File: src/rgb_to_yuv420_planar_defines.svh
// assertion macros for the rgb to yuv 4:2:0 converter
`ifndef RGB_TO_YUV420_PLANAR_DEFINES_SVH
`define RGB_TO_YUV420_PLANAR_DEFINES_SVH

`ifndef SYNTHESIS

// antecedent holds in a cycle, consequent holds in the same cycle
`define RGBYUV_ASSERT_SAME(label, clk, rst, ante, cons, msg) \
   label: assert property (@(posedge clk) disable iff (rst) (ante) |-> (cons)) \
      else $error(msg);

// antecedent holds in a cycle, consequent holds in the next cycle
`define RGBYUV_ASSERT_NEXT(label, clk, rst, ante, cons, msg) \
   label: assert property (@(posedge clk) disable iff (rst) (ante) |=> (cons)) \
      else $error(msg);

`else

`define RGBYUV_ASSERT_SAME(label, clk, rst, ante, cons, msg)
`define RGBYUV_ASSERT_NEXT(label, clk, rst, ante, cons, msg)

`endif

`endif

File: src/rgbyuv_pkg.sv
package rgbyuv_pkg;

   localparam int MAX_DIM   = 4096;
   localparam int DIM_W     = 13;
   localparam int CNT_W     = $clog2(MAX_DIM);
   localparam int LPTR_W    = 24;
   localparam int CPTR_W    = 25;
   localparam int ADDR_W    = 3;
   localparam int DATA_W    = 32;
   localparam int SUM_W     = 17;

   localparam int RESET_WIDTH  = 640;
   localparam int RESET_HEIGHT = 480;
   localparam int RESET_AREA   = RESET_WIDTH * RESET_HEIGHT;
   localparam int RESET_VBASE  = RESET_AREA + RESET_AREA / 4;

   // register index, taken from paddr[2]
   localparam logic REG_WIDTH  = 1'b0;
   localparam logic REG_HEIGHT = 1'b1;

   // chroma kind codes
   localparam logic [1:0] CHROMA_NONE = 2'd0;
   localparam logic [1:0] CHROMA_U    = 2'd1;
   localparam logic [1:0] CHROMA_V    = 2'd2;

   // bt.601 studio range coefficients
   localparam int Y_R = 66;
   localparam int Y_G = 129;
   localparam int Y_B = 25;
   localparam int U_R = 38;
   localparam int U_G = 74;
   localparam int U_B = 112;
   localparam int V_R = 112;
   localparam int V_G = 94;
   localparam int V_B = 18;
   localparam int ROUND      = 128;
   localparam int Y_OFFSET   = 16;
   localparam int C_BIAS     = 32768 + ROUND;

   typedef struct packed {
      logic [7:0] red;
      logic [7:0] green;
      logic [7:0] blue;
   } req_word_type;

   typedef struct packed {
      logic [7:0]        luma;
      logic [LPTR_W-1:0] luma_offset;
      logic [1:0]        chroma_kind;
      logic [7:0]        chroma;
      logic [CPTR_W-1:0] chroma_offset;
      logic              frame_end;
   } rsp_word_type;

   typedef struct packed {
      logic [DIM_W-1:0]  eff_width;
      logic [DIM_W-1:0]  eff_height;
      logic [CPTR_W-1:0] area;
      logic [CPTR_W-1:0] v_base;
      logic              restart;
      logic [CPTR_W-1:0] area_next;
      logic [CPTR_W-1:0] v_base_next;
   } cfg_type;

   typedef struct packed {
      logic [LPTR_W-1:0] luma_offset;
      logic [1:0]        chroma_kind;
      logic [CPTR_W-1:0] chroma_offset;
      logic              frame_end;
   } pos_type;

   function automatic logic [DIM_W-1:0] eff_dim(input logic [DIM_W-1:0] v);
      logic [DIM_W-1:0] r;
      if (v < DIM_W'(2)) begin
         r = DIM_W'(2);
      end else if (v > DIM_W'(MAX_DIM)) begin
         r = DIM_W'(MAX_DIM);
      end else begin
         r = v;
      end
      return r;
   endfunction

endpackage

File: src/rgbyuv_csr.sv
module rgbyuv_csr (
   input  logic                         clock,
   input  logic                         reset,
   input  logic                         psel,
   input  logic                         penable,
   input  logic                         pwrite,
   input  logic [rgbyuv_pkg::ADDR_W-1:0] paddr,
   input  logic [rgbyuv_pkg::DATA_W-1:0] pwdata,
   output logic [rgbyuv_pkg::DATA_W-1:0] prdata,
   output logic                         pready,
   output rgbyuv_pkg::cfg_type          cfg
);
   import rgbyuv_pkg::*;

   logic [DIM_W-1:0]   width_ff, width_in;
   logic [DIM_W-1:0]   height_ff, height_in;
   logic [CPTR_W-1:0]  area_ff, area_in;
   logic [CPTR_W-1:0]  vbase_ff, vbase_in;
   logic [2*DIM_W-1:0] prod;
   logic               wr;

   assign pready = 1'b1;
   assign wr     = psel & penable & pwrite & pready;

   always_comb begin
      width_in  = width_ff;
      height_in = height_ff;
      if (wr) begin
         unique case (paddr[2])
            REG_WIDTH:  width_in  = pwdata[DIM_W-1:0];
            REG_HEIGHT: height_in = pwdata[DIM_W-1:0];
            default:    width_in  = width_ff;
         endcase
      end
      prod     = (2*DIM_W)'(eff_dim(width_in)) * (2*DIM_W)'(eff_dim(height_in));
      area_in  = prod[CPTR_W-1:0];
      vbase_in = area_in + (area_in >> 2);
   end

   always_ff @(posedge clock) begin
      if (reset) begin
         width_ff  <= DIM_W'(RESET_WIDTH);
         height_ff <= DIM_W'(RESET_HEIGHT);
         area_ff   <= CPTR_W'(RESET_AREA);
         vbase_ff  <= CPTR_W'(RESET_VBASE);
      end else begin
         width_ff  <= width_in;
         height_ff <= height_in;
         area_ff   <= area_in;
         vbase_ff  <= vbase_in;
      end
   end

   always_comb begin
      unique case (paddr[2])
         REG_WIDTH:  prdata = DATA_W'(width_ff);
         REG_HEIGHT: prdata = DATA_W'(height_ff);
         default:    prdata = '0;
      endcase
   end

   assign cfg.eff_width   = eff_dim(width_ff);
   assign cfg.eff_height  = eff_dim(height_ff);
   assign cfg.area        = area_ff;
   assign cfg.v_base      = vbase_ff;
   assign cfg.restart     = wr;
   assign cfg.area_next   = area_in;
   assign cfg.v_base_next = vbase_in;

endmodule

File: src/rgbyuv_pos.sv
module rgbyuv_pos (
   input  logic                clock,
   input  logic                reset,
   input  logic                accept,
   input  rgbyuv_pkg::cfg_type cfg,
   output rgbyuv_pkg::pos_type pos
);
   import rgbyuv_pkg::*;

   logic [CNT_W-1:0]  col_ff, col_in;
   logic [CNT_W-1:0]  row_ff, row_in;
   logic [LPTR_W-1:0] lptr_ff, lptr_in;
   logic [CPTR_W-1:0] uptr_ff, uptr_in;
   logic [CPTR_W-1:0] vptr_ff, vptr_in;
   logic              col_last, row_last;
   logic [1:0]        kind;

   assign col_last = ({1'b0, col_ff} + DIM_W'(1)) >= cfg.eff_width;
   assign row_last = ({1'b0, row_ff} + DIM_W'(1)) >= cfg.eff_height;

   always_comb begin
      if (col_ff[0]) begin
         kind = CHROMA_NONE;
      end else if (row_ff[0]) begin
         kind = CHROMA_V;
      end else begin
         kind = CHROMA_U;
      end
   end

   always_comb begin
      pos.luma_offset = lptr_ff;
      pos.chroma_kind = kind;
      pos.frame_end   = col_last & row_last;
      case (kind)
         CHROMA_U: pos.chroma_offset = uptr_ff;
         CHROMA_V: pos.chroma_offset = vptr_ff;
         default:  pos.chroma_offset = '0;
      endcase
   end

   always_comb begin
      col_in  = col_ff;
      row_in  = row_ff;
      lptr_in = lptr_ff;
      uptr_in = uptr_ff;
      vptr_in = vptr_ff;
      if (cfg.restart) begin
         col_in  = '0;
         row_in  = '0;
         lptr_in = '0;
         uptr_in = cfg.area_next;
         vptr_in = cfg.v_base_next;
      end else if (accept) begin
         if (pos.frame_end) begin
            col_in  = '0;
            row_in  = '0;
            lptr_in = '0;
            uptr_in = cfg.area;
            vptr_in = cfg.v_base;
         end else begin
            lptr_in = lptr_ff + LPTR_W'(1);
            if (kind == CHROMA_U) begin
               uptr_in = uptr_ff + CPTR_W'(1);
            end
            if (kind == CHROMA_V) begin
               vptr_in = vptr_ff + CPTR_W'(1);
            end
            if (col_last) begin
               col_in = '0;
               row_in = row_ff + CNT_W'(1);
            end else begin
               col_in = col_ff + CNT_W'(1);
            end
         end
      end
   end

   always_ff @(posedge clock) begin
      if (reset) begin
         col_ff  <= '0;
         row_ff  <= '0;
         lptr_ff <= '0;
         uptr_ff <= CPTR_W'(RESET_AREA);
         vptr_ff <= CPTR_W'(RESET_VBASE);
      end else begin
         col_ff  <= col_in;
         row_ff  <= row_in;
         lptr_ff <= lptr_in;
         uptr_ff <= uptr_in;
         vptr_ff <= vptr_in;
      end
   end

endmodule

File: src/rgbyuv_color.sv
module rgbyuv_color (
   input  rgbyuv_pkg::req_word_type pixel,
   output logic [7:0]               luma,
   output logic [7:0]               u_val,
   output logic [7:0]               v_val
);
   import rgbyuv_pkg::*;

   logic [SUM_W-1:0] r, g, b;
   logic [SUM_W-1:0] y_sum, u_sum, v_sum;

   assign r = SUM_W'(pixel.red);
   assign g = SUM_W'(pixel.green);
   assign b = SUM_W'(pixel.blue);

   // the bias keeps chroma sums positive, its upper byte gives the +128
   assign y_sum = r * SUM_W'(Y_R) + g * SUM_W'(Y_G) + b * SUM_W'(Y_B) + SUM_W'(ROUND);
   assign u_sum = b * SUM_W'(U_B) + SUM_W'(C_BIAS) - r * SUM_W'(U_R) - g * SUM_W'(U_G);
   assign v_sum = r * SUM_W'(V_R) + SUM_W'(C_BIAS) - g * SUM_W'(V_G) - b * SUM_W'(V_B);

   assign luma  = y_sum[15:8] + 8'(Y_OFFSET);
   assign u_val = u_sum[15:8];
   assign v_val = v_sum[15:8];

endmodule

File: src/rgb_to_yuv420_planar.sv
// rgb to planar yuv 4:2:0 converter, bt.601 studio range. takes one rgb pixel
// per clock in raster order unless stalled and returns one word per pixel: the
// y byte with its offset in the planar buffer, plus a u sample (even rows) or v
// sample (odd rows) at even columns with its running plane offset. the last
// pixel of a frame is flagged and all counters go back to the frame start.
// throughput is one pixel per clock unless the output stalls; a pixel passes
// the input register, then the color math, then the result register. writing
// frame_width or frame_height restarts the frame; values below 2 act as 2 and
// above 4096 as 4096. no clearing pass is needed after reset
`include "rgb_to_yuv420_planar_defines.svh"

module rgb_to_yuv420_planar (
   input  logic                          clock,
   input  logic                          reset,
   // pixel input
   input  logic                          req_valid,
   output logic                          req_stall,
   input  rgbyuv_pkg::req_word_type      req_data,
   // result output
   output logic                          rsp_valid,
   input  logic                          rsp_stall,
   output rgbyuv_pkg::rsp_word_type      rsp_data,
   // register port
   input  logic                          csr_psel,
   input  logic                          csr_penable,
   input  logic                          csr_pwrite,
   input  logic [rgbyuv_pkg::ADDR_W-1:0] csr_paddr,
   input  logic [rgbyuv_pkg::DATA_W-1:0] csr_pwdata,
   output logic [rgbyuv_pkg::DATA_W-1:0] csr_prdata,
   output logic                          csr_pready
);
   import rgbyuv_pkg::*;

   cfg_type      cfg;
   pos_type      pos;

   // input stage: pixel plus its buffer position
   logic         s1_valid_ff, s1_valid_in;
   req_word_type s1_pixel_ff;
   pos_type      s1_pos_ff;

   // result stage
   logic         s2_valid_ff, s2_valid_in;
   rsp_word_type s2_word_ff, s2_word_in;

   logic         req_accept;
   logic         out_free;
   logic         s1_adv;
   logic [7:0]   luma, u_val, v_val;

   rgbyuv_csr u_csr (
      .clock   (clock),
      .reset   (reset),
      .psel    (csr_psel),
      .penable (csr_penable),
      .pwrite  (csr_pwrite),
      .paddr   (csr_paddr),
      .pwdata  (csr_pwdata),
      .prdata  (csr_prdata),
      .pready  (csr_pready),
      .cfg     (cfg)
   );

   // position counters advance once per accepted pixel
   rgbyuv_pos u_pos (
      .clock  (clock),
      .reset  (reset),
      .accept (req_accept),
      .cfg    (cfg),
      .pos    (pos)
   );

   rgbyuv_color u_color (
      .pixel (s1_pixel_ff),
      .luma  (luma),
      .u_val (u_val),
      .v_val (v_val)
   );

   // result register frees when empty or when its word is taken
   assign out_free   = ~s2_valid_ff | ~rsp_stall;
   assign s1_adv     = s1_valid_ff & out_free;
   assign req_stall  = s1_valid_ff & ~out_free;
   assign req_accept = req_valid & ~req_stall;

   always_comb begin
      if (req_accept) begin
         s1_valid_in = 1'b1;
      end else if (s1_adv) begin
         s1_valid_in = 1'b0;
      end else begin
         s1_valid_in = s1_valid_ff;
      end
   end

   always_comb begin
      s2_valid_in = out_free ? s1_valid_ff : s2_valid_ff;
   end

   // assemble the result word; chroma fields are zero when no sample
   always_comb begin
      s2_word_in.luma          = luma;
      s2_word_in.luma_offset   = s1_pos_ff.luma_offset;
      s2_word_in.chroma_kind   = s1_pos_ff.chroma_kind;
      s2_word_in.chroma_offset = s1_pos_ff.chroma_offset;
      s2_word_in.frame_end     = s1_pos_ff.frame_end;
      case (s1_pos_ff.chroma_kind)
         CHROMA_U: s2_word_in.chroma = u_val;
         CHROMA_V: s2_word_in.chroma = v_val;
         default:  s2_word_in.chroma = '0;
      endcase
   end

   always_ff @(posedge clock) begin
      if (reset) begin
         s1_valid_ff <= 1'b0;
         s2_valid_ff <= 1'b0;
      end else begin
         s1_valid_ff <= s1_valid_in;
         s2_valid_ff <= s2_valid_in;
      end
   end

   // payload registers, no reset
   always_ff @(posedge clock) begin
      if (req_accept) begin
         s1_pixel_ff <= req_data;
         s1_pos_ff   <= pos;
      end
      if (s1_adv) begin
         s2_word_ff <= s2_word_in;
      end
   end

   assign rsp_valid = s2_valid_ff;
   assign rsp_data  = s2_word_ff;

   // a result word without a chroma sample carries zero chroma fields
   `RGBYUV_ASSERT_SAME(a_no_chroma_zero, clock, reset,
      rsp_valid && (rsp_data.chroma_kind == CHROMA_NONE),
      (rsp_data.chroma == 8'd0) && (rsp_data.chroma_offset == '0),
      "chroma fields not zero without a sample")

   // an accepted pixel is in the input stage on the next cycle
   `RGBYUV_ASSERT_NEXT(a_accept_fills, clock, reset, req_accept, s1_valid_ff,
      "accepted pixel lost")

   // a stalled input stage keeps its word
   `RGBYUV_ASSERT_NEXT(a_stall_holds, clock, reset, s1_valid_ff && !out_free,
      s1_valid_ff && $stable(s1_pos_ff),
      "input stage changed while stalled")

   // after the last pixel the next pixel starts at luma offset zero
   `RGBYUV_ASSERT_NEXT(a_frame_wrap, clock, reset, req_accept && pos.frame_end,
      pos.luma_offset == '0,
      "luma offset did not wrap at frame end")

endmodule

File: config.mk
export PLATFORM = sky130hd
export DESIGN_NAME = rgb_to_yuv420_planar
export DESIGN_NICKNAME = d
export VERILOG_FILES = /design/src/rgbyuv_pkg.sv /design/src/rgbyuv_csr.sv /design/src/rgbyuv_pos.sv /design/src/rgbyuv_color.sv /design/src/rgb_to_yuv420_planar.sv
export VERILOG_INCLUDE_DIRS = /design/src /design/src/src
export SDC_FILE = /design/constraint.sdc
export NUM_CORES = 1
export LEC_CHECK = 0
export BUFFER_PORTS_ARGS = -buffer_cell sky130_fd_sc_hd__buf_2
export CAP_MARGIN = 20
export CELL_PAD_IN_SITES_DETAIL_PLACEMENT = 0
export CELL_PAD_IN_SITES_GLOBAL_PLACEMENT = 1
export CORE_MARGIN = 3
export CORE_UTILIZATION = 35
export CTS_CLUSTER_DIAMETER = 200
export DETAILED_ROUTE_END_ITERATION = 7
export PLACE_DENSITY_LB_ADDON = 0.1
export SLEW_MARGIN = 30
export SYNTH_ARGS = -nofsm -noshare
export SYNTH_HDL_FRONTEND = slang
export SYNTH_SLANG_ARGS = --single-unit
export TNS_END_PERCENT = 50
File: constraint.sdc
create_clock -name clock -period 13.95 [get_ports clock]
set_input_delay 0.6975 -clock clock [delete_from_list [all_inputs] [get_ports clock]]
set_output_delay 0.6975 -clock clock [all_outputs]
set_load 0.01 [all_outputs]
==> impl_metrics.py, run 1 <==
metrics = {
    "global_route": {
        "grt_pass1_wl_um": 122000,
        "antenna_found_initial": 2,
        "grt_pass1_vias": 21800,
        "grt.total_usage_pct": 18.1,
        "grt_max_degree": 81,
        "grt_overflow": 0,
    },
    "pwr": {
        "combPwrFrac_pct": 55.4,
        "pwr-share-clk_pct": 21.5,
        "p_leak_nw": 14.7,
        "switchingPower_mw": 2.11,
        "peakVddDrop_v": 0.000150,
        "power_frac_seq_pct": 23.1,
        "power_density_nw_per_um2": 160,
        "switching_share_pct": 42.0,
        "p_int_mw": 2.92,
    },
    "run_status": {
        "status": "complete, no violations",
    },
    "sta": {
        "setup_viol": 0,
        "max_freq_mhz": 96.2,
        "final.min_clock_period_ps": 10400,
        "final.period_utilization_pct": 74.5,
        "rsz0062_at_grt": "no",
        "tightest_slew_ps": 1020,
        "worst_slack_ps": 3550,
        "drv_slew": 0,
        "slew_headroom_pct": 32.3,
        "finalClockSkew_ps": 28.9,
        "tns_ps": 0,
        "final_hold_viol_count": 0,
    },
    "detailed_routing": {
        "wl_per_cell_um": 17.9,
        "drtIter0Drc": 995,
        "drtAntennaViolNets": 0,
        "drt_pass1_iterations": 4,
        "num_vias": 21300,
        "routed_wl_um": 76000,
        "viasPerCell": 5.01,
        "drc": 0,
    },
    "clock_tree": {
        "cts_setup_buffers": 0,
        "cts_max_level": 2,
        "cts_buffers": 41,
        "clock_sinks": 320,
        "clock_latency_ps": 570,
        "ctsHoldBuffers": 0,
        "post_cts_resized": 0,
        "clkSlewWorstSetupHoldPaths_ps": 60,
        "cts-root-buf": "clkbuf_16",
        "clock_path_buffers": 3,
        "cts_tree": "yes",
    },
    "synth": {
        "synth.most_common_cell": "inv_1",
        "synth_cell_types": 80,
        "synth_seq_cells": 320,
        "yosys_warnings": 0,
        "synth_common_cells": "inv_1, ha_1, nor2_1, nand2_1, fa_1",
        "synthCells": 3057,
        "syn_area_sq_um": 28300,
        "synth_top_flop_cell": "dfxtp_1",
        "ys_top_cells_by_area": "ha_1, edfxtp_1, fa_1, dfxtp_1, inv_1",
        "syn_area_per_cell_sq_um": 9.25,
        "synth_top_area_share_pct": 16.1,
        "synth_edf_count": 144,
        "synth_top_area_cell": "ha_1",
        "synth-seq-area-share_pct": 27.7,
        "async_reset_ff_share_pct": 0,
    },
    "finish": {
        "drive_above_1_share_pct": 9.47,
        "final_core_util_pct": 39.5,
        "multiInputGateArea_sq_um": 18500,
        "nFillCells": 7920,
        "area_growth_pct": 11.1,
        "ff_latch_area_sq_um": 7850,
        "nets": 3785,
        "stdcell_count": 4239,
    },
    "placed_design": {
        "hpwl_um": 59800,
        "dpl.cell_count": 4162,
        "routabilityCongestion": 0.857,
        "dp_worst_setup_slack_ps": 3100,
        "portBuffers": 127,
    },
    "setup_path": {
        "path_common_cell": "fa_1",
        "crit-reg2reg-capture": "u_pos.vptr_ff[24]",
        "worstPathArrival_ps": 10830,
        "worst-path-stages": 31,
        "critical_path_buf_inv_count": 5,
        "crit_end": "u_pos.vptr_ff[23]",
        "cp-start-kind": "primary input",
        "reg2reg_depth": 30,
        "cp_max_fo": 16,
        "crit_slowest_cell": "nand2b_1",
        "timing.rr.start": "u_csr.height_ff[7]",
        "cp_top_family": "compound AO/OA/AOI/OAI gates",
        "critPathLaunch": "csr_paddr[2]",
        "critPathMaxStageDelay_ps": 840,
        "r2r_slack_ps": 4030,
        "cp.required_ps": 14390,
        "endpoint_kind": "flip-flop",
        "crit_type": "in -> reg",
    },
    "floorplanning": {
        "die_w_um": 290,
        "core_sq_um": 79500,
        "io_pins": 169,
        "die_area_sq_um": 84300,
        "rows": 103,
        "die_h_um": 290,
        "start_util_pct": 35.6,
    },
    "min_path": {
        "hold_class": "in -> reg",
        "hold_start": "req_data[5]",
    },
    "job": {
        "cap_violations": 0,
    },
}
[cell type report]
class / count / share of cell area, %
Tap cell: 1050 / 4.18
Antenna cell: 1 / 0.00796
Timing Repair Buffer: 156 / 2.73
Multi-Input combinational cell: 2225 / 58.8
Sequential cell: 320 / 25.0
Clock buffer: 52 / 3.59
Inverter: 411 / 4.92
Clock inverter: 24 / 0.816
[state kept, by name, indices dropped and copies added (netlist names)]
register and cells:
rsp_data 68, s1_valid_ff 1, u_pos.lptr_ff 24, u_pos.vptr_ff 25, u_csr.vbase_ff 25, s1_pixel_ff 24
u_pos.row_ff 12, u_csr.height_ff 13, s1_pos_ff 52, u_csr.width_ff 13, rsp_valid 1, u_csr.area_ff 25
u_pos.col_ff 12, u_pos.uptr_ff 25
[metrics by stage]
stage | power (mW) | cell area (sq um) | hold WS [ps]
finish | 5.02 | 31400 | 299
CTS | 5.11 | 31400 | 257
floorplan | 3.24 | 28400 | 400
detailed placement | 3.99 | 30000 | 405
global route | 5.51 | 31400 | 273
global placement | 3.94 | 30000 | 403
[placed cells by master, fill, tap and decap left out, types with 11 or more instances in the layout]
| cell | instances |
|---|---|
| nand4_1 | 13 |
| inv_1 | 407 |
| o211ai_1 | 23 |
| nand3_1 | 60 |
| mux2_2 | 22 |
| dfxtp_1 | 175 |
| nor2b_1 | 38 |
| fa_1 | 201 |
| buf_4 | 29 |
| xnor2_1 | 133 |
| a22oi_1 | 11 |
| nand2_1 | 239 |
| clkbuf_16 | 43 |
| o21bai_1 | 39 |
| conb_1 | 20 |
| mux2i_1 | 54 |
| a21oi_1 | 133 |
| buf_2 | 126 |
| a21o_1 | 29 |
| ha_1 | 363 |
| a311oi_1 | 17 |
| xor2_1 | 71 |
| a31oi_1 | 11 |
| nor3_1 | 42 |
| o311a_1 | 18 |
| or2_2 | 32 |
| o21a_1 | 19 |
| or3_1 | 12 |
| nand3b_1 | 13 |
| a211oi_1 | 23 |
| o21ai_0 | 63 |
| nor2_1 | 353 |
| and3_1 | 38 |
| edfxtp_1 | 144 |
| nand2b_1 | 29 |
[worst reg2reg max path, delay by kind of cell (launching register included)]
family	cells	cell delay [ps]
and+or+nand+nor	8	2330
adders and majority gates	7	3110
xor gates and xnor gates	1	380
DFF	1	380
buffers and inverters	3	180
AOI/OAI and AO/OA	10	2920
muxes	1	410
[per-layer routing]
metal  up-vias  wire, um  global-route usage [%]
met5         -         0                       0
met1     10400     37500                    26.0
met4         0      1300                    3.63
met2       385     33400                    28.5
li1      10400         -                       -
met3        73      3820                    3.32
[kinds of logic (layout without fill, tap and decap cells)]
family	count (synthesis)	count (layout)	synth area share, %
adders and majority gates	564	564	30.3
DFF	320	320	27.7
muxes	76	76	2.79
other	2	21	0.0266
xor gates and xnor gates	204	204	6.32
AOI/OAI and AO/OA	452	452	10.8
buffers and inverters	530	643	7.33
and+or+nand+nor	909	909	14.7
[how the worst min path moves through the flow]
stage                                  to  slack, ps  cells after the start
after floorplan               rsp_data[0]        400                      0
after global placement        rsp_data[4]        400                      0
final                      s1_pixel_ff[5]        300                      1
after CTS                  s1_pixel_ff[5]        260                      1
after global routing      s1_pixel_ff[16]        270                      1
after detailed placement     rsp_data[13]        400                      0
[power by group through the flow]
stage,registers (mW),logic [mW],clock network (mW)
after detailed placement,1.18,2.80,0
after global routing,1.17,3.18,1.16
after CTS,1.16,2.83,1.12
after floorplan,1.18,2.06,0
final,1.16,2.78,1.08
after global placement,1.18,2.76,0
No activity file was read; power rests on OpenSTA's default activity.
==> inputs of run 2 (changes only) <==
clock period = 9.3 ns   (was 13.95 ns; I/O delays follow)
==> impl_metrics.py, run 2 (synthesis results as in run 1) <==
metrics = {
    "setup_path": {
        "path_common_cell": "fa_1",
        "critical_path_buf_inv_count": 4,
        "worstPathArrival_ps": 9140,
        "cp.required_ps": 9720,
        "timing.rr.start": "u_csr.height_ff[5]",
        "r2r_slack_ps": 580,
        "critPathMaxStageDelay_ps": 570,
        "cp-start-kind": "flip-flop",
        "endpoint_kind": "flip-flop",
        "crit_slowest_cell": "fa_1",
        "cp_top_family": "adder cells",
        "crit_type": "reg -> reg",
        "cp_max_fo": 5,
        "reg2reg_depth": 31,
        "crit-reg2reg-capture": "u_pos.vptr_ff[24]",
    },
    "clock_tree": {
        "post_cts_resized": 0,
        "clock_path_buffers": 3,
        "cts_setup_buffers": 0,
        "cts-root-buf": "clkbuf_16",
        "clock_sinks": 320,
        "cts_max_level": 2,
        "clkSlewWorstSetupHoldPaths_ps": 60,
        "ctsHoldBuffers": 0,
        "cts_tree": "yes",
        "clock_latency_ps": 560,
        "cts_buffers": 40,
    },
    "sta": {
        "finalClockSkew_ps": 13.6,
        "drv_slew": 0,
        "max_freq_mhz": 115,
        "setup_viol": 0,
        "final_hold_viol_count": 0,
        "tightest_slew_ps": 877,
        "final.min_clock_period_ps": 8720,
        "slew_headroom_pct": 41.1,
        "final.period_utilization_pct": 93.8,
        "tns_ps": 0,
    },
    "floorplanning": {
        "die_w_um": 290,
        "io_pins": 169,
        "rows": 103,
        "die_area_sq_um": 84300,
        "core_sq_um": 79500,
        "die_h_um": 290,
        "start_util_pct": 35.6,
    },
    "placed_design": {
        "dpl.cell_count": 4228,
        "hpwl_um": 60800,
        "portBuffers": 127,
        "routabilityCongestion": 0.862,
    },
    "min_path": {
        "hold_end": "s1_pixel_ff[19]",
        "worstHoldPathCells": 1,
        "hold_class": "in -> reg",
        "hold_start": "req_data[19]",
    },
    "global_route": {
        "grt_pass1_wl_um": 124000,
        "grt.total_usage_pct": 18.3,
        "grt_overflow": 0,
        "antenna_found_initial": 2,
        "grt_pass1_vias": 22200,
        "grt_max_degree": 75,
    },
    "finish": {
        "stdcell_count": 4302,
        "largest_register_ffs": 68,
        "layout_commonest_cell": "inv_1",
        "drive_above_1_share_pct": 11.6,
        "most-common-layout-cells": "inv_1, ha_1, nor2_1",
        "nets": 3850,
        "area_growth_pct": 12.7,
    },
    "detailed_routing": {
        "drtIter0Drc": 1053,
        "routed_wl_um": 77000,
        "drc": 0,
        "num_vias": 21500,
        "viasPerCell": 4.99,
        "drt_pass1_iterations": 5,
        "wl_per_cell_um": 17.9,
        "drtAntennaViolNets": 0,
    },
    "pwr": {
        "p_leak_nw": 15.0,
        "peakVddDrop_v": 0.000231,
        "finalPower_mw": 7.55,
        "power_density_nw_per_um2": 237,
    },
    "job": {
        "cap_violations": 0,
    },
    "run_status": {
        "status": "complete, no violations",
    },
}
-- run 2: cell types whose count changed in the layout (fill, tap and decap cells not counted), moves of 3 or more --
| cell | before | now |
|---|---|---|
| clkinv_2 | 7 | 13 |
| buf_4 | 29 | 95 |
| clkbuf_1 | 7 | 4 |
| inv_4 | 1 | 4 |
-- run 2: worst register-to-register path, delay by kind of cell (launching register included) --
kind / cells / cell delay (ps)
AOI/OAI and AO/OA: 9 / 1910
buffers and inverters: 4 / 360
muxes: 1 / 310
xor gates and xnor gates: 1 / 180
adders and majority gates: 7 / 3370
and+or+nand+nor: 9 / 2050
DFF: 1 / 370
-- run 2: power by group --
group          leakage [nW]  switching (mW)  internal, mW
combinational          11.5            2.44          1.81
clock                 0.656           0.645         0.911
sequential             2.84          0.0797          1.66
-- run 2: area by class of cell --
cell class	instances	area (sq um)
Fill cell	7929	47600
Multi-Input combinational cell	2225	18500
Inverter	411	1550
Timing Repair Buffer	222	1360
Clock inverter	26	243
Clock buffer	47	1070
Tap cell	1050	1310
Sequential cell	320	7850
Antenna cell	1	2.50
-- run 2: per-layer routing --
metal	GRT usage, %	vias up	share of wire [%]
met3	3.31	78	5.3
li1	-	10600	-
met1	27.0	10400	50
met2	28.3	402	43
met4	3.49	0	1.6
met5	0	-	0
-- run 2: worst max-delay path by stage --
stage	startpoint	endpoint	slack [ps]	cells past startpoint
2_1_floorplan	csr_pwrite	u_pos.vptr_ff[24]	480	35
3_3_place_gp	csr_pwrite	u_pos.vptr_ff[24]	260	35
3_5_place_dp	csr_pwrite	u_pos.vptr_ff[24]	110	35
4_1_cts	u_csr.width_ff[2]	u_pos.vptr_ff[24]	370	33
5_1_grt	u_csr.width_ff[4]	u_pos.vptr_ff[23]	-1	38
6_report	u_csr.height_ff[5]	u_pos.vptr_ff[24]	580	31
-- run 2: through the flow --
stage                     hold WS, ps  area (sq um)  utilization, %  setup WS (ps)
after detailed placement          405         30500            38.4            112
final                            77.1         31900            40.1            576
after global placement            403         30500            38.4            258
after global routing             41.2         31900            40.1          -1.05
after floorplan                   400         28400               -            479
after CTS                        34.3         31800            40.0            369
==> inputs of run 3 (changes only) <==
SYNTH_HIERARCHICAL = 1   (was unset)
==> impl_metrics.py, run 3 <==
metrics = {
    "global_route": {
        "grt-busiest-layer": "met2",
        "grt_max_degree": 73,
        "use_met1_pct": 24.4,
        "antenna_found_initial": 3,
        "grt_pass1_vias": 21900,
        "use_met3_pct": 2.02,
        "globalRouteMet2Util_pct": 32.5,
        "grt_overflow": 0,
        "grt_pass1_wl_um": 125000,
        "grt.total_usage_pct": 18.6,
    },
    "sta": {
        "slew_headroom_pct": 40.5,
        "final.period_utilization_pct": 95.9,
        "tightest_slew_ps": 890,
        "finalClockSkew_ps": 30.2,
        "max_freq_mhz": 112,
        "setup_viol": 0,
        "drv_slew": 0,
        "rsz0062_at_grt": "no",
        "final.min_clock_period_ps": 8920,
        "tns_ps": 0,
        "final_hold_viol_count": 0,
    },
    "setup_path": {
        "crit_slowest_cell": "fa_1",
        "critical_path_buf_inv_count": 6,
        "worstPathArrival_ps": 9410,
        "critPathLaunch": "u_csr/height_ff[7]",
        "cp_top_family": "adder cells",
        "critPathMaxStageDelay_ps": 600,
        "cp_max_fo": 8,
        "cp-start-kind": "flip-flop",
        "cp.required_ps": 9790,
        "crit_type": "reg -> reg",
        "path_common_cell": "fa_1",
        "timing.rr.start": "u_csr/height_ff[7]",
        "endpoint_kind": "flip-flop",
    },
    "pwr": {
        "power_density_nw_per_um2": 246,
        "p_leak_nw": 14.9,
        "finalPower_mw": 7.92,
        "peakVddDrop_v": 0.000183,
    },
    "detailed_routing": {
        "drtAntennaViolNets": 0,
        "viasPerCell": 4.90,
        "num_vias": 20800,
        "drt_pass1_iterations": 5,
        "drtIter0Drc": 934,
        "wl_per_cell_um": 18.4,
        "drc": 0,
        "routed_wl_um": 77900,
    },
    "clock_tree": {
        "cts_buffers": 40,
        "cts-root-buf": "clkbuf_16",
        "cts_tree": "yes",
        "clock_path_buffers": 3,
        "clock_latency_ps": 570,
        "clkSlewWorstSetupHoldPaths_ps": 60,
        "clock_sinks": 320,
        "cts_max_level": 2,
    },
    "floorplanning": {
        "io_pins": 169,
        "die_area_sq_um": 84200,
        "rows": 103,
        "die_h_um": 290,
        "core_sq_um": 79500,
        "start_util_pct": 35.5,
        "die_w_um": 290,
    },
    "finish": {
        "area_growth_pct": 14.1,
        "drive_above_1_share_pct": 13.9,
        "layout_commonest_cell": "inv_1",
        "stdcell_count": 4241,
        "most-common-layout-cells": "inv_1, ha_1, nor2_1",
        "multiInputGateArea_sq_um": 18500,
        "nets": 3782,
        "final_core_util_pct": 40.6,
        "nFillCells": 7872,
        "largest_register_ffs": 68,
        "ff_latch_area_sq_um": 7850,
    },
    "synth": {
        "synth_top_flop_cell": "dfxtp_1",
        "ys_top_cells_by_area": "ha_1, edfxtp_1, fa_1, dfxtp_1, inv_1",
        "synth_top_area_cell": "ha_1",
        "synthCells": 2962,
        "synth_edf_count": 144,
        "synth_cell_types": 92,
        "synth-seq-area-share_pct": 27.8,
        "yosys_warnings": 6,
        "syn_area_per_cell_sq_um": 9.54,
        "async_reset_ff_share_pct": 0,
        "syn_area_sq_um": 28300,
        "synth_seq_cells": 320,
        "synth.most_common_cell": "inv_1",
        "synth_common_cells": "inv_1, ha_1, nor2_1, fa_1, nand2_1",
        "synth_top_area_share_pct": 15.5,
    },
    "placed_design": {
        "dpl.cell_count": 4164,
        "routabilityCongestion": 0.888,
        "portBuffers": 127,
        "hpwl_um": 61000,
    },
    "min_path": {
        "hold_start": "req_data[18]",
        "hold_class": "in -> reg",
    },
    "run_status": {
        "status": "complete, no violations",
    },
    "job": {
        "cap_violations": 0,
    },
}
[run 3: changes by cell type after synthesis, moves of 17 or more]
cell      delta
nor2_1      -60
xor2_1      +19
o311a_1     -18
a211oi_1    -17
nand2_1     -55
o21bai_1    -21
and2_1      +39
[run 3: final timing paths]
kind	end	slack, ps	depth (start not counted)
setup / recovery	u_pos/vptr_ff[21]	380	35
setup reg to reg	u_pos/vptr_ff[21]	380	35
hold / removal	s1_pixel_ff[18]	80	1
hold reg to reg	rsp_data[15]	410	0
[run 3: final cells by class]
type / count / area share [%]
Clock inverter: 31 / 1.13
Sequential cell: 320 / 24.3
Inverter: 398 / 4.63
Timing Repair Buffer: 263 / 5.27
Antenna cell: 1 / 0.00776
Multi-Input combinational cell: 2135 / 57.3
Tap cell: 1050 / 4.07
Clock buffer: 43 / 3.27
[run 3: worst reg2reg max path, delay by kind of cell (launching register included)]
family / cells / cell delay, ps
multiplexers: 1 / 250
AND/OR/NAND/NOR: 9 / 1710
buffers and inverters: 6 / 700
adder cells (fa/ha/maj): 7 / 3300
flip-flops: 1 / 360
AO/OA/AOI/OAI: 9 / 2060
XOR/XNOR: 3 / 480
[run 3: layer usage]
| layer | share of wire (%) | up-vias | wire [um] |
|---|---|---|---|
| met2 | 49 | 324 | 37900 |
| met4 | 2.4 | 0 | 1900 |
| met3 | 3.1 | 94 | 2420 |
| met1 | 46 | 10000 | 35600 |
| met5 | 0 | - | 0 |
| li1 | - | 10300 | - |
[run 3: kinds of logic (layout without fill, tap and decap cells)]
logic type / count (synthesis) / after routing / synth area share, %
AOI/OAI and AO/OA: 450 / 450 / 11.2
xor gates and xnor gates: 217 / 217 / 6.75
adders and majority gates: 558 / 558 / 30.2
buffers and inverters: 525 / 735 / 7.48
DFF: 320 / 320 / 27.8
muxes: 73 / 73 / 2.71
other: 2 / 21 / 0.0266
and+or+nand+nor: 817 / 817 / 13.8
[run 3: report_power, final]
part / switching (mW) / internal (mW)
clock network: 0.674 / 0.979
logic: 2.54 / 1.98
registers: 0.0876 / 1.67
total: 3.30 / 4.62
[run 3: stage by stage]
stage | instance area (sq um) | hold WS, ps | setup slack, ps
2_1_floorplan | 28300 | 400 | 317
3_3_place_gp | 30800 | 403 | 131
3_5_place_dp | 30800 | 405 | 34.1
4_1_cts | 32200 | 41.2 | 228
5_1_grt | 32300 | 47.9 | 7.61
6_report | 32300 | 80.9 | 383
[run 3: timing repair]
action,4_1_cts,5_1_grt
hold endpoints to repair,0,0
hold buffers,0,0
buffers inserted,0,2
setup endpoints to repair,0,5
resized for setup,0,7
